--- config.mk ---
export PLATFORM = sky130hd
export DESIGN_NAME = motor_fault_supervisor_top
export DESIGN_NICKNAME = d
export VERILOG_FILES = /design/src/rtl/core/mfs_pkg.sv /design/src/rtl/core/mfs_check.sv /design/src/rtl/core/motor_fault_supervisor_top.sv
export SDC_FILE = /design/constraint.sdc
export NUM_CORES = 1
export LEC_CHECK = 0
export ABC_AREA = 1
export CORE_UTILIZATION = 55
export DETAILED_ROUTE_END_ITERATION = 8
export DONT_BUFFER_PORTS = 1
export PLACE_DENSITY = 0.7
export SLEW_MARGIN = 5
export SYNTH_ARGS = -nofsm -noshare
export SYNTH_HDL_FRONTEND = slang
export SYNTH_SLANG_ARGS = --single-unit
--- constraint.sdc ---
create_clock -name clk -period 4.25 [get_ports clk]
set_input_delay 0.85 -clock clk [delete_from_list [all_inputs] [get_ports clk]]
set_output_delay 0.85 -clock clk [all_outputs]
set_load 0.02 [all_outputs]
--- src/rtl/core/mfs_pkg.sv ---
// ----------------------------------------------------------------------------
// mfs_pkg
// Shared types, widths, codes and field offsets for the motor fault
// supervisor.
// ----------------------------------------------------------------------------
`default_nettype none

package mfs_pkg;

  // storage widths
  localparam int COUNT_WIDTH    = 16;
  localparam int POSITION_WIDTH = 16;

  // saturated magnitude of a position fits in one bit less than the position
  localparam int POS_ABS_W = POSITION_WIDTH - 1;
  localparam int POS_CMP_W = (POS_ABS_W > 16) ? POS_ABS_W : 16;
  localparam int CNT_CMP_W = (COUNT_WIDTH > 16) ? COUNT_WIDTH : 16;

  // check kinds
  localparam logic [2:0] OP_SPEED    = 3'd0;
  localparam logic [2:0] OP_VOLTAGE  = 3'd1;
  localparam logic [2:0] OP_CURRENT  = 3'd2;
  localparam logic [2:0] OP_POSITION = 3'd3;
  localparam logic [2:0] OP_TEMP     = 3'd4;

  // reported motor states
  localparam logic [1:0] ST_STOP    = 2'd0;
  localparam logic [1:0] ST_STARTUP = 2'd1;
  localparam logic [1:0] ST_RUNNING = 2'd2;
  localparam logic [1:0] ST_FAIL    = 2'd3;

  // fault bit positions
  localparam int F_STALL     = 0;
  localparam int F_OVERSPEED = 1;
  localparam int F_VOLTAGE   = 2;
  localparam int F_CURRENT   = 3;
  localparam int F_POSITION  = 4;
  localparam int F_TEMP      = 5;
  localparam int FAULT_W     = 6;

  // register indexes
  localparam logic [2:0] CFG_SLOW_RPM    = 3'd0;
  localparam logic [2:0] CFG_STALL_LIMIT = 3'd1;
  localparam logic [2:0] CFG_MAX_SPEED   = 3'd2;
  localparam logic [2:0] CFG_VOLT_MAX    = 3'd3;
  localparam logic [2:0] CFG_VOLT_MIN    = 3'd4;
  localparam logic [2:0] CFG_CURRENT_MAX = 3'd5;
  localparam logic [2:0] CFG_POS_MAX     = 3'd6;
  localparam logic [2:0] CFG_TEMP_MAX    = 3'd7;
  localparam int CFG_INDEX_W = 3;
  localparam int CFG_DATA_W  = 16;

  // input tdata layout, lowest field first
  localparam int IN_ST_LSB   = 0;
  localparam int IN_SPD_LSB  = 2;
  localparam int IN_VOLT_LSB = 18;
  localparam int IN_CU_LSB   = 34;
  localparam int IN_CV_LSB   = 50;
  localparam int IN_CW_LSB   = 66;
  localparam int IN_POS_LSB  = 82;
  localparam int IN_TEMP_LSB = IN_POS_LSB + POSITION_WIDTH;
  localparam int IN_BITS     = IN_TEMP_LSB + 9;
  localparam int IN_TDATA_W  = ((IN_BITS + 7) / 8) * 8;
  localparam int OUT_BITS    = FAULT_W + 3;
  localparam int OUT_TDATA_W = ((OUT_BITS + 7) / 8) * 8;

  typedef struct packed {
    logic [14:0]        slow_rpm;
    logic [15:0]        stall_limit;
    logic [14:0]        max_speed;
    logic [15:0]        volt_max;
    logic [15:0]        volt_min;
    logic signed [15:0] current_max;
    logic [15:0]        pos_max;
    logic signed [8:0]  temp_max;
  } mfs_cfg_t;

  typedef struct packed {
    logic [COUNT_WIDTH-1:0] stall_count;
    logic [POS_ABS_W-1:0]   last_pos;
    logic                   last_valid;
    logic [FAULT_W-1:0]     faults;
  } mfs_state_t;

  typedef struct packed {
    logic [FAULT_W-1:0] fault_bits;
    logic               stop_request;
    logic               fail_request;
    logic               position_invalid;
  } mfs_result_t;

endpackage

`default_nettype wire

--- src/rtl/core/mfs_check.sv ---
// ----------------------------------------------------------------------------
// mfs_check
// Check logic for one item: evaluates the selected check against the
// configuration and the supervisor state, gives the next state and result.
// ----------------------------------------------------------------------------
`default_nettype none

module mfs_check (
  input  var mfs_pkg::mfs_cfg_t               cfg,
  input  var mfs_pkg::mfs_state_t             st,
  input  wire  [2:0]                          operation,
  input  wire  [1:0]                          motor_state,
  input  wire  [15:0]                         speed_rpm,
  input  wire  [15:0]                         bus_voltage,
  input  wire  [15:0]                         current_u,
  input  wire  [15:0]                         current_v,
  input  wire  [15:0]                         current_w,
  input  wire  [mfs_pkg::POSITION_WIDTH-1:0]  encoder_position,
  input  wire  [8:0]                          board_temperature,
  output mfs_pkg::mfs_state_t                 st_nxt,
  output mfs_pkg::mfs_result_t                res
);

  logic [14:0]                      spd_abs;
  logic [mfs_pkg::POS_ABS_W-1:0]    pos_abs;
  logic [mfs_pkg::COUNT_WIDTH-1:0]  cnt_inc;
  logic                             running;
  logic                             pos_active;
  logic                             stop;
  logic                             fail;
  logic                             pinv;
  logic [mfs_pkg::FAULT_W-1:0]      faults;

  // magnitudes with the most negative value saturating
  always_comb begin
    if (speed_rpm == 16'h8000) begin
      spd_abs = '1;
    end else if (speed_rpm[15]) begin
      spd_abs = 15'((~speed_rpm) + 16'd1);
    end else begin
      spd_abs = speed_rpm[14:0];
    end
    if (encoder_position == {1'b1, {(mfs_pkg::POSITION_WIDTH-1){1'b0}}}) begin
      pos_abs = '1;
    end else if (encoder_position[mfs_pkg::POSITION_WIDTH-1]) begin
      pos_abs = mfs_pkg::POS_ABS_W'((~encoder_position) + 1'b1);
    end else begin
      pos_abs = encoder_position[mfs_pkg::POS_ABS_W-1:0];
    end
  end

  assign cnt_inc    = (&st.stall_count) ? st.stall_count : st.stall_count + 1'b1;
  assign running    = (motor_state == mfs_pkg::ST_RUNNING);
  assign pos_active = running || (motor_state == mfs_pkg::ST_STARTUP);

  always_comb begin
    st_nxt = st;
    faults = st.faults;
    stop   = 1'b0;
    fail   = 1'b0;
    pinv   = 1'b0;
    unique case (operation)
      mfs_pkg::OP_SPEED: begin
        if (running) begin
          if (spd_abs > cfg.slow_rpm) begin
            st_nxt.stall_count = '0;
          end else begin
            st_nxt.stall_count = cnt_inc;
            if (mfs_pkg::CNT_CMP_W'(cnt_inc) > mfs_pkg::CNT_CMP_W'(cfg.stall_limit)) begin
              faults[mfs_pkg::F_STALL] = 1'b1;
              fail = 1'b1;
            end
          end
          if (spd_abs > cfg.max_speed) begin
            faults[mfs_pkg::F_OVERSPEED] = 1'b1;
            fail = 1'b1;
          end
          stop = fail;
        end
      end
      mfs_pkg::OP_VOLTAGE: begin
        // voltage asks for a stop but never for the fail state
        if (bus_voltage > cfg.volt_max || bus_voltage < cfg.volt_min) begin
          faults[mfs_pkg::F_VOLTAGE] = 1'b1;
          stop = 1'b1;
        end
      end
      mfs_pkg::OP_CURRENT: begin
        if ($signed(current_u) >= $signed(cfg.current_max) ||
            $signed(current_v) >= $signed(cfg.current_max) ||
            $signed(current_w) >= $signed(cfg.current_max)) begin
          faults[mfs_pkg::F_CURRENT] = 1'b1;
          stop = 1'b1;
          fail = 1'b1;
        end
      end
      mfs_pkg::OP_POSITION: begin
        if (pos_active) begin
          if (mfs_pkg::POS_CMP_W'(pos_abs) > mfs_pkg::POS_CMP_W'(cfg.pos_max) ||
              (st.last_valid && pos_abs == st.last_pos)) begin
            faults[mfs_pkg::F_POSITION] = 1'b1;
            stop = 1'b1;
            fail = 1'b1;
            pinv = 1'b1;
          end
          st_nxt.last_pos   = pos_abs;
          st_nxt.last_valid = 1'b1;
        end
      end
      mfs_pkg::OP_TEMP: begin
        if ($signed(board_temperature) > $signed(cfg.temp_max)) begin
          faults[mfs_pkg::F_TEMP] = 1'b1;
          stop = 1'b1;
          fail = 1'b1;
        end
      end
      default: begin
        // unused check codes leave everything as is
      end
    endcase
    st_nxt.faults        = faults;
    res.fault_bits       = faults;
    res.stop_request     = stop;
    res.fail_request     = fail;
    res.position_invalid = pinv;
  end

endmodule

`default_nettype wire

--- src/rtl/core/motor_fault_supervisor_top.sv ---
// an item is registered in the input stage and checked there; its result is
// registered in the result stage when the item leaves the check stage
// throughput: one item per cycle while results are taken, limited by the single check stage
// an item and its result register advance together; a stalled result holds
// the check stage, and a new item is still taken while the check stage is free
// reset (rst_n low, synchronous): both stages empty, faults and stall count
// cleared, no previous position, registers back to their default values
// ----------------------------------------------------------------------------
// motor_fault_supervisor_top
// Fault supervisor for a motor drive: one speed, voltage, current, position
// or temperature check per item, with sticky fault bits.
// ----------------------------------------------------------------------------
`default_nettype none

module motor_fault_supervisor_top (
  input  wire                              clk,
  input  wire                              rst_n,
  input  wire                              cfg_we,
  input  wire  [mfs_pkg::CFG_INDEX_W-1:0]  cfg_index,
  input  wire  [mfs_pkg::CFG_DATA_W-1:0]   cfg_data,
  input  wire                              in_tvalid,
  output logic                             in_tready,
  // motor_state, speed_rpm, bus_voltage, current_u, current_v, current_w,
  // encoder_position, board_temperature, zero fill
  input  wire  [mfs_pkg::IN_TDATA_W-1:0]   in_tdata,
  // operation
  input  wire  [2:0]                       in_tuser,
  output logic                             out_tvalid,
  input  wire                              out_tready,
  // fault_bits, stop_request, fail_request, position_invalid, zero fill
  output logic [mfs_pkg::OUT_TDATA_W-1:0]  out_tdata
);

  mfs_pkg::mfs_cfg_t    cfg_r;
  mfs_pkg::mfs_state_t  st_r;
  mfs_pkg::mfs_state_t  st_nxt;
  mfs_pkg::mfs_result_t res;

  logic                          s1_valid_r;
  logic [mfs_pkg::IN_BITS-1:0]   s1_data_r;
  logic [2:0]                    s1_op_r;
  logic                          out_free;
  logic                          s1_adv;
  logic                          out_valid_r;
  logic [mfs_pkg::OUT_BITS-1:0]  out_data_r;

  // configuration registers
  always_ff @(posedge clk) begin
    if (!rst_n) begin
      cfg_r.slow_rpm    <= 15'd100;
      cfg_r.stall_limit <= 16'd100;
      cfg_r.max_speed   <= 15'd30000;
      cfg_r.volt_max    <= 16'hFFFF;
      cfg_r.volt_min    <= 16'd0;
      cfg_r.current_max <= 16'sh7FFF;
      cfg_r.pos_max     <= 16'd3072;
      cfg_r.temp_max    <= 9'sd65;
    end else if (cfg_we) begin
      unique case (cfg_index)
        mfs_pkg::CFG_SLOW_RPM:    cfg_r.slow_rpm    <= cfg_data[14:0];
        mfs_pkg::CFG_STALL_LIMIT: cfg_r.stall_limit <= cfg_data;
        mfs_pkg::CFG_MAX_SPEED:   cfg_r.max_speed   <= cfg_data[14:0];
        mfs_pkg::CFG_VOLT_MAX:    cfg_r.volt_max    <= cfg_data;
        mfs_pkg::CFG_VOLT_MIN:    cfg_r.volt_min    <= cfg_data;
        mfs_pkg::CFG_CURRENT_MAX: cfg_r.current_max <= cfg_data;
        mfs_pkg::CFG_POS_MAX:     cfg_r.pos_max     <= cfg_data;
        mfs_pkg::CFG_TEMP_MAX:    cfg_r.temp_max    <= cfg_data[8:0];
        default: begin
        end
      endcase
    end
  end

  assign out_free  = !out_valid_r || out_tready;
  assign s1_adv    = s1_valid_r && out_free;
  assign in_tready = !s1_valid_r || out_free;

  // input stage
  always_ff @(posedge clk) begin
    if (!rst_n) begin
      s1_valid_r <= 1'b0;
    end else if (in_tready) begin
      s1_valid_r <= in_tvalid;
    end
  end

  always_ff @(posedge clk) begin
    if (in_tready && in_tvalid) begin
      s1_data_r <= in_tdata[mfs_pkg::IN_BITS-1:0];
      s1_op_r   <= in_tuser;
    end
  end

  mfs_check u_check (
    .cfg               (cfg_r),
    .st                (st_r),
    .operation         (s1_op_r),
    .motor_state       (s1_data_r[mfs_pkg::IN_ST_LSB +: 2]),
    .speed_rpm         (s1_data_r[mfs_pkg::IN_SPD_LSB +: 16]),
    .bus_voltage       (s1_data_r[mfs_pkg::IN_VOLT_LSB +: 16]),
    .current_u         (s1_data_r[mfs_pkg::IN_CU_LSB +: 16]),
    .current_v         (s1_data_r[mfs_pkg::IN_CV_LSB +: 16]),
    .current_w         (s1_data_r[mfs_pkg::IN_CW_LSB +: 16]),
    .encoder_position  (s1_data_r[mfs_pkg::IN_POS_LSB +: mfs_pkg::POSITION_WIDTH]),
    .board_temperature (s1_data_r[mfs_pkg::IN_TEMP_LSB +: 9]),
    .st_nxt            (st_nxt),
    .res               (res)
  );

  // supervisor state moves only when the item leaves the check stage
  always_ff @(posedge clk) begin
    if (!rst_n) begin
      st_r.stall_count <= '0;
      st_r.last_pos    <= '1;
      st_r.last_valid  <= 1'b0;
      st_r.faults      <= '0;
    end else if (s1_adv) begin
      st_r <= st_nxt;
    end
  end

  // result stage
  always_ff @(posedge clk) begin
    if (!rst_n) begin
      out_valid_r <= 1'b0;
    end else if (out_free) begin
      out_valid_r <= s1_valid_r;
    end
  end

  always_ff @(posedge clk) begin
    if (s1_adv) begin
      out_data_r <= {res.position_invalid, res.fail_request, res.stop_request,
                     res.fault_bits};
    end
  end

  assign out_tvalid = out_valid_r;
  assign out_tdata  = mfs_pkg::OUT_TDATA_W'(out_data_r);

endmodule

`default_nettype wire

### Yosys cells after proc, flatten, opt, wreduce, memory -nomap -nowiden

Index checks and enable logic that the tools add are counted.

| operators by class | value |
|---|---|
| equal/unequal tests | 16 |
| bitwise operators | 2 |
| add/sub/neg operators | 3 |
| muxes and demuxes | 31 |
| reductions and logical operators | 25 |
| magnitude comparators | 10 |

Operators by type and width:

| kind | count |
|---|---|
| 15-bit 2-to-1 mux | 4 |
| 16-bit greater-or-equal comparator | 3 |
| 16-bit == test, second input constant | 2 |
| 16-bit greater-than comparator | 2 |
| 16-bit 2-to-1 mux | 2 |
| 15-bit by 1-bit adder with 15-bit output, second input constant | 2 |
| 15-bit greater-than comparator | 2 |
| 15-bit NOT | 2 |
| 1-bit 2-to-1 mux | 21 |
| 16-bit by 1-bit adder with 16-bit output, second input constant | 1 |
| 15-bit by 16-bit greater-than comparator with 1-bit output | 1 |
| 16-bit less-than comparator | 1 |
| 16-bit AND reduction | 1 |
| 2-bit AND reduction | 8 |
| 15-bit == test | 1 |
| 3-bit == test, second input constant | 5 |
| 3-bit by 2-bit == test with 1-bit output, second input constant | 4 |
| 9-bit greater-than comparator | 1 |
| 1-bit logical OR | 7 |
| 3-bit by 1-bit == test with 1-bit output, second input constant | 2 |
| 3-bit zero test | 2 |
| 3-bit AND reduction | 2 |
| 1-bit one-hot mux with 5 select lines | 1 |
| 2-bit 2-to-1 mux | 2 |
| 5 further kinds | 8 |

| storage, ports and cells | value |
|---|---|
| output and inout port bits | 18 |
| input bits | 139 |
| register bits after elaboration | 278 |
| word-level logic and storage cells | 105 |

### Logic depth before layout (Yosys ltp)

Gate-level depths: netlist of run 1.

| logic depth | value |
|---|---|
| depth after elaboration | 10 |
| mapped depth | 24 |
| gate-level depth less buffers | 24 |

### By module

Synthesis of run 1 repeated with hierarchy kept, for this count alone.

| second synthesis, totals | value |
|---|---|
| cells, all modules | 1998 |
| area total of the unflattened synthesis | 15717.6 um2 |

Modules (own cells, without submodules):

| module | area an instance (um2) | sequential area each (um2) | cells an instance | times used |
|---|---|---|---|---|
| motor_fault_supervisor_top | 9734.3 | 6756.5 | 958 | 1 |
| mfs_check | 5983.2 | 0.0 | 1040 | 1 |

### Least setup slack after synthesis of run 1

Ideal clock, no wire load.

| path | value |
|---|---|
| path kind | input port to flip-flop |
| from | input out_tready |
| to | register s1_data_r[0] in the netlist's numbering (enable) |
| stages on the path | 4 |
| arrival | 3.343 ns |
| path slack | 0.444 ns |
| cell sequence | inv_1 > nand3_1 > nand2_1 > inv_1 |

| on the way | value |
|---|---|
| word-level cells in the longest chain between the ends | 3 |

RTL lines:

| element | line | source |
|---|---|---|
| start: declaration | motor_fault_supervisor_top.sv:29 | `input wire out_tready,` |
| 1-bit logical OR | motor_fault_supervisor_top.sv:74 | `assign out_free = !out_valid_r \|\| out_tready;` |
| 1-bit logical OR | motor_fault_supervisor_top.sv:76 | `assign in_tready = !s1_valid_r \|\| out_free;` |
| named net in_tready | motor_fault_supervisor_top.sv:22 | `output logic in_tready,` |
| 1-bit logical AND | motor_fault_supervisor_top.sv:88 | `if (in_tready && in_tvalid) begin` |
| end signal: assignment | motor_fault_supervisor_top.sv:89 | `s1_data_r <= in_tdata[mfs_pkg::IN_BITS-1:0];` |
| end: declaration | motor_fault_supervisor_top.sv:40 | `logic [mfs_pkg::IN_BITS-1:0] s1_data_r;` |

The timed path passes the listed nets, and every way through them passes these cells.
A chain may end at the register's enable or synchronous reset.

==> results of run 1 <==
-- area by class of cell --
class,instances,area (µm²),area share (%)
antenna,3,7.51,0.0475
clock buffer,48,946,5.98
clock inverter,9,48.8,0.309
inverter,245,922,5.83
multi-input combinational,1122,6650,42.1
sequential,278,6760,42.7
tap,335,419,2.65
timing repair buffer,6,57.6,0.364
-- metrics by stage --
stage | setup slack [ns] | total power, mW | cell area (µm²)
3_5_place_dp | 0.515 | 3.56 | 14800
4_1_cts | 0.464 | 6.14 | 15800
3_3_place_gp | 0.666 | 3.53 | 14800
2_1_floorplan | 0.444 | 3.44 | 14600
6_report | 0.441 | 6.10 | 15800
5_1_grt | 0.0234 | 6.35 | 15800
-- synth_stat cells, types with 4 or more instances --
master    number  area share (%)
nand3_2        6            0.41
nand3_1       74             2.5
nor3_1        29             1.0
nand2_1      310             8.0
o21ai_0      114             3.9
a21oi_1      177             6.1
nand2_2        4            0.17
o21a_1         4            0.21
xor2_1        10            0.60
or2_2          7            0.30
dfxtp_1      159              22
nand3b_1       8            0.41
inv_1        237             6.1
o211ai_1      49             2.5
edfxtp_1     119              25
clkbuf_1      37            0.95
ha_1         153              13
nand4_1       25             1.1
nor2_1       104             2.7
inv_2          6            0.15
buf_4          7            0.36
nor2_2         5            0.22
-- report_power, final --
part | internal [mW] | switching [mW] | total, mW | leakage (nW)
registers | 2.91 | 0.0593 | 2.97 | 2.46
logic | 0.194 | 0.347 | 0.541 | 4.11
clock network | 1.52 | 1.07 | 2.59 | 0.498
-- final timing paths --
kind / start / endpoint / slack [ns] / depth (start not counted)
max: s1_data_r[2] / out_data_r[6] / 0.44 / 24
min reg2reg: st_r[4] / st_r[4] / 0.46 / 2
max reg2reg: s1_data_r[2] / out_data_r[6] / 0.44 / 24
min: in_tdata[23] / s1_data_r[23] / 0.38 / 0
-- state kept, by name, indices dropped and copies added (netlist names) --
name / cells
s1_data_r: 107
cfg_r: 119
s1_valid_r: 1
st_r: 38
s1_op_r: 3
out_tvalid: 1
out_data_r: 9
-- cells by family (layout without fill, tap and decap cells) --
logic type / count (synthesis) / count (layout)
buffers and inverters: 298 / 308
other: 1 / 10
flip-flops: 278 / 278
AND/OR/NAND/NOR: 587 / 587
adder cells (fa/ha/maj): 153 / 153
XOR/XNOR: 13 / 13
AO/OA/AOI/OAI: 362 / 362
-- timing repair --
item,in CTS,in global routing
gates resized for setup,0,1
buffers inserted,0,0
endpoints found under the setup margin,0,2
-- routing by layer --
| layer | global-route usage, % | part of all wire (%) |
|---|---|---|
| met1 | 31.7 | 45 |
| met2 | 38.8 | 45 |
| met3 | 4.65 | 6.1 |
| met4 | 9.13 | 3.5 |
| met5 | 0 | 0.16 |
==> flow_metrics.py, run 1 <==
metrics = {
    "yosys": {
        "yosysWarnings": 0,
        "synthSimpleGateAreaFrac_pct": 17.9,
        "synth_flop_cell": "dfxtp_1",
        "synth_xor_area_share_pct": 0.783,
        "yosys.area_share.adder_pct": 13.2,
        "synth-edff-count": 119,
        "synth_top_family_by_area": "simple AND/OR/NAND/NOR gates",
        "ys_types": 48,
        "synth.area.mux_share_pct": 0,
        "avgSynthCellArea_um2": 8.59,
        "syn_area_um2": 14500,
        "synth-compound-area-share_pct": 13.7,
        "synth_cells": 1692,
        "synth-seq-cells": 278,
        "yosysSeqAreaShare_pct": 46.5,
        "async_reset_ff_share_pct": 0,
    },
    "final_layout": {
        "drive_gt1_share_pct": 5.44,
        "fin_cells": 2046,
        "fill_cells": 2228,
        "final_util_pct": 60.8,
        "final_common_cell": "nand2_1",
        "syn2layout_area_growth_pct": 8.71,
        "fin_nets": 1976,
        "final_cell_mix": "nand2_1 (310), inv_1 (236), a21oi_1 (177)",
    },
    "power_and_ir_drop": {
        "leakage_nw": 7.06,
        "peakVddDrop_v": 0.000536,
        "powerDensity_nw_per_um2": 386,
    },
    "clocking": {
        "clkLatencyLatePin_ns": 0.56,
        "cts_sinks": 278,
        "htreeDepth": 1,
        "cts_buffers": 31,
        "clk_pin_slew_ns": 0.06,
        "cts_buffer_depth": 3,
        "ctsHoldBuffers": 0,
        "cts_tree": "yes",
        "cts-root-buf": "clkbuf_16",
    },
    "setup_path": {
        "crit_buf_inv": 6,
        "crit_fanout": 7,
        "cpMostUsedCell": "inv_1",
        "worstPathArrival_ns": 4.22,
        "cp_top_family": "simple AND/OR/NAND/NOR gates",
        "end_kind": "register",
        "crit_path_top_delay_cell": "edfxtp_1",
        "critPathKind": "reg -> reg",
        "cp-start-kind": "register",
        "crit_chain": "inv_1 > ha_1 > inv_1 > nor3_1 > inv_1 > nor3_1 > nand3_1 > nor3_1 > inv_1 > nor2_1 > inv_1 > nand3_1 > ha_1 > nand2_1 > inv_1 > o21ai_0 > nand2_1 > a21oi_1 > nand2_1 > nand2_1 > nand2_1 > nor3_1 > nor2_1 > nand3_1",
        "critical-path-max-stage-delay_ns": 0.41,
        "required_ns": 4.67,
    },
    "sta": {
        "max_slew.worst_pin.slew_ns": 1.16,
        "whs_ns": 0.378,
        "timing.slew.headroom_pct": 22.6,
        "final-hold-violation-count": 0,
        "rsz0062_at_grt": "no",
        "fin_crit_sh_pct": 89.6,
        "fin_crit_ns": 3.81,
        "setup-tns-final_ns": 0,
        "finalSetupViolations": 0,
        "clock.fmax_mhz": 263,
        "skew_ns": 0.0169,
        "timing.final.max_slew_violations": 0,
    },
    "global_route": {
        "antenna_found_initial": 9,
        "grt_pass1_wl_um": 51200,
        "grt_pass1_vias": 10300,
        "overflow": 0,
        "grt_util_all_layers_pct": 24.0,
        "grt_max_degree": 124,
    },
    "place": {
        "dp_cells": 1986,
        "dp_hpwl_um": 23000,
        "portBuffers": 0,
        "place.gp.congestion": 0.874,
    },
    "floorplan": {
        "core_um2": 26000,
        "design.die.area_um2": 27100,
        "rows": 59,
        "ioPinCount": 157,
        "initial_core_util_pct": 56.0,
        "dieWidth_um": 165,
        "die_h_um": 165,
    },
    "run": {
        "cap_viol_max_count": 0,
    },
    "hold_path": {
        "worstHoldPathType": "in -> reg",
    },
    "run_status": {
        "status": "complete, no violations",
    },
    "detailed_routing": {
        "drt_iter0_markers": 699,
        "viasPerCell": 5.42,
        "wl_per_cell_um": 15.8,
        "num_vias": 11100,
        "wirelength_um": 32400,
        "dr.pass1.iters": 8,
        "remaining_drc_errors": 0,
        "drtAntennaViolNets": 0,
    },
}
No activity file was read; power rests on OpenSTA's default activity.
==> run 2: changes to the inputs <==
ABC_AREA = 0   (was 1)
==> run 2 against run 1 <==
Compared with the run above: the flow now finishes with violations (DRC, setup timing); count of clock-buffer cells in the layout is 4 lower; sequential power is essentially flat; fmax fell by 12%; flip-flop and latch count did not move; global-route usage hardly changed; non-clock buffer count increased by 48; final cell count down 5.0%.
==> flow_metrics.py, run 2 <==
metrics = {
    "run_status": {
        "status": "finished with violations",
        "violations": "DRC, setup timing",
    },
    "hold_path": {
        "hold_path_end": "s1_data_r[62]",
        "hold_start": "in_tdata[62]",
        "worstHoldPathType": "in -> reg",
        "holdPathStages": 0,
    },
    "floorplan": {
        "design.die.area_um2": 27600,
        "die_h_um": 166,
        "initial_core_util_pct": 56.4,
        "dieWidth_um": 166,
        "core_um2": 26300,
        "rows": 59,
        "ioPinCount": 157,
    },
    "sta": {
        "fin_crit_ns": 4.34,
        "rsz0062_at_grt": "yes",
        "skew_ns": 0.0241,
        "final-hold-violation-count": 0,
        "fin_crit_sh_pct": 102,
        "timing.slew.headroom_pct": 26.9,
        "max_slew.worst_pin.slew_ns": 1.09,
        "clock.fmax_mhz": 230,
        "timing.final.max_slew_violations": 0,
        "timing.final.ws_setup_ns": -0.0917,
        "finalSetupViolations": 7,
    },
    "clocking": {
        "cts_tree": "yes",
        "ctsHoldBuffers": 0,
        "cts_buffer_depth": 3,
        "clk_pin_slew_ns": 0.06,
        "cts_sinks": 278,
        "clkLatencyLatePin_ns": 0.56,
        "cts-root-buf": "clkbuf_16",
        "cts_buffers": 30,
        "htreeDepth": 1,
    },
    "final_layout": {
        "fin_nets": 1876,
        "fill_cells": 2200,
        "drive_gt1_share_pct": 10.3,
        "final_common_cell": "nand2_1",
        "final_util_pct": 63.3,
        "syn2layout_area_growth_pct": 12.1,
        "reg_top3": "cfg_r (119), s1_data_r (107), st_r (38)",
        "largest_register": "cfg_r",
        "design_area_um2": 16600,
        "largest_reg_flops": 119,
        "final_cell_mix": "nand2_1 (269), dfxtp_1 (159), ha_1 (147)",
    },
    "power_and_ir_drop": {
        "powerDensity_nw_per_um2": 364,
        "peakVddDrop_v": 0.000393,
        "leakage_nw": 6.59,
    },
    "place": {
        "placed_cell_area_um2": 15300,
        "place.gp.congestion": 0.864,
        "portBuffers": 0,
        "dp_hpwl_um": 24000,
    },
    "yosys": {
        "synth_top_cell_by_area": "edfxtp_1",
        "yosysSeqAreaShare_pct": 45.6,
        "syn_area_um2": 14800,
        "yosysWarnings": 0,
        "synth-seq-cells": 278,
        "synth.area.top_cells": "edfxtp_1 (24%), dfxtp_1 (21%), ha_1 (13%)",
        "ys_types": 74,
        "synth_cells": 1564,
        "synth_top_area_share_pct": 24.1,
        "synth-edff-count": 119,
        "synth_most_common_cell": "nand2_1",
        "synth_flop_cell": "dfxtp_1",
        "async_reset_ff_share_pct": 0,
        "synthTopCellsByCount": "nand2_1 (275), dfxtp_1 (159), ha_1 (153)",
        "avgSynthCellArea_um2": 9.48,
    },
    "setup_path": {
        "crit_buf_inv": 2,
        "required_ns": 4.50,
        "r2r_cells": 18,
        "r2r-start": "s1_data_r[2]",
        "crit_chain": "inv_2 > ha_4 > nand2b_4 > or4_4 > or4_4 > or3_4 > or3b_4 > o211ai_1 > ha_1 > nand4_1 > o21ai_1 > o221ai_1 > o211ai_1 > o2bb2ai_1 > buf_4 > nor2_4 > a2111oi_4 > o211ai_1",
        "worstPathArrival_ns": 4.59,
        "end_kind": "register",
        "r2r_end": "out_data_r[6]",
        "rrSetupSlack_ns": -0.09,
        "cp-start-kind": "register",
        "crit_path_top_delay_cell": "or3b_4",
        "crit_fanout": 7,
        "critical-path-max-stage-delay_ns": 0.44,
        "cp_top_family": "simple AND/OR/NAND/NOR gates",
        "cpMostUsedCell": "o211ai_1",
        "critPathKind": "reg -> reg",
    },
    "detailed_routing": {
        "viasPerCell": 5.72,
        "dr.pass1.iters": 7,
        "wl_per_cell_um": 17.2,
        "num_vias": 11100,
        "wirelength_um": 33500,
        "remaining_drc_errors": 6,
        "drt_iter0_markers": 633,
        "drtAntennaViolNets": 0,
    },
    "global_route": {
        "grt_pass1_vias": 10700,
        "grt_max_degree": 162,
        "overflow": 0,
        "grt_pass1_wl_um": 53600,
        "antenna_found_initial": 3,
        "grt_util_all_layers_pct": 24.0,
    },
    "run": {
        "cap_viol_max_count": 0,
    },
}
## run 2: where the power goes
part | switching (mW) | total (mW) | internal [mW] | leakage, nW
Clock | 1.04 | 2.53 | 1.49 | 0.486
Sequential | 0.0665 | 2.96 | 2.90 | 2.45
Combinational | 0.318 | 0.567 | 0.249 | 3.65
Total | 1.42 | 6.06 | 4.64 | 6.59
## run 2: cells by family (layout without fill, tap and decap cells)
kind of cell / after synthesis / after routing / synth area share (%)
other: 1 / 8 / 0.0253
buffers and inverters: 207 / 244 / 5.61
AND/OR/NAND/NOR: 542 / 542 / 17.5
multiplexers: 6 / 6 / 0.413
AO/OA/AOI/OAI: 335 / 335 / 15.4
XOR/XNOR: 42 / 42 / 2.62
flip-flops: 278 / 278 / 45.6
adder cells (fa/ha/maj): 153 / 153 / 12.9
## run 2: worst max path at each step
| stage | startpoint | endpoint | slack [ns] | cells past startpoint |
|---|---|---|---|---|
| after CTS | s1_data_r[2] | st_r[32] | -0.10 | 19 |
| after global routing | s1_data_r[2] | out_data_r[6] | -0.27 | 18 |
| after floorplan | s1_data_r[3] | out_data_r[6] | 0.02 | 18 |
| after detailed placement | s1_data_r[2] | out_data_r[6] | -0.47 | 19 |
| final | s1_data_r[2] | out_data_r[6] | -0.09 | 18 |
| after global placement | s1_data_r[2] | out_data_r[6] | -0.36 | 19 |
## run 2: metrics by stage
stage	setup WS, ns	cells	hold slack (ns)	TNS [ns]	total power, mW
2_1_floorplan	0.0193	1570	0.432	0	3.43
3_3_place_gp	-0.357	1882	0.441	-2.49	3.52
3_5_place_dp	-0.471	1882	0.446	-3.98	3.55
4_1_cts	-0.101	1940	0.362	-0.740	6.09
5_1_grt	-0.268	1942	0.361	-2.94	6.30
6_report	-0.0917	1943	0.377	-0.304	6.06
## run 2: metal layers
metal / global-route usage [%] / up-vias / wire length [µm]
li1: - / 5584 / -
met1: 31.7 / 5218 / 15400
met2: 40.8 / 253 / 15800
met3: 4.36 / 49 / 1620
met4: 5.48 / 4 / 622
met5: 0 / - / 20
## run 2: final cells by class
| type | count | area [µm²] | area share [%] |
|---|---|---|---|
| clock buffers | 44 | 883 | 5.31 |
| flip-flops and latches | 278 | 6760 | 40.6 |
| diodes | 1 | 2.50 | 0.0150 |
| clock inverters | 11 | 88.8 | 0.534 |
| multi-input cells | 1085 | 7530 | 45.3 |
| inverters | 135 | 507 | 3.05 |
| repair buffers | 54 | 448 | 2.69 |
| well taps | 335 | 419 | 2.52 |
## run 2: what timing repair did
action / 4_1_cts / 5_1_grt
setup endpoints to repair: 20 / 21
resized for setup: 38 / 33
pin swaps: 12 / 13
setup buffers: 4 / 2
gates cloned: 1 / 0
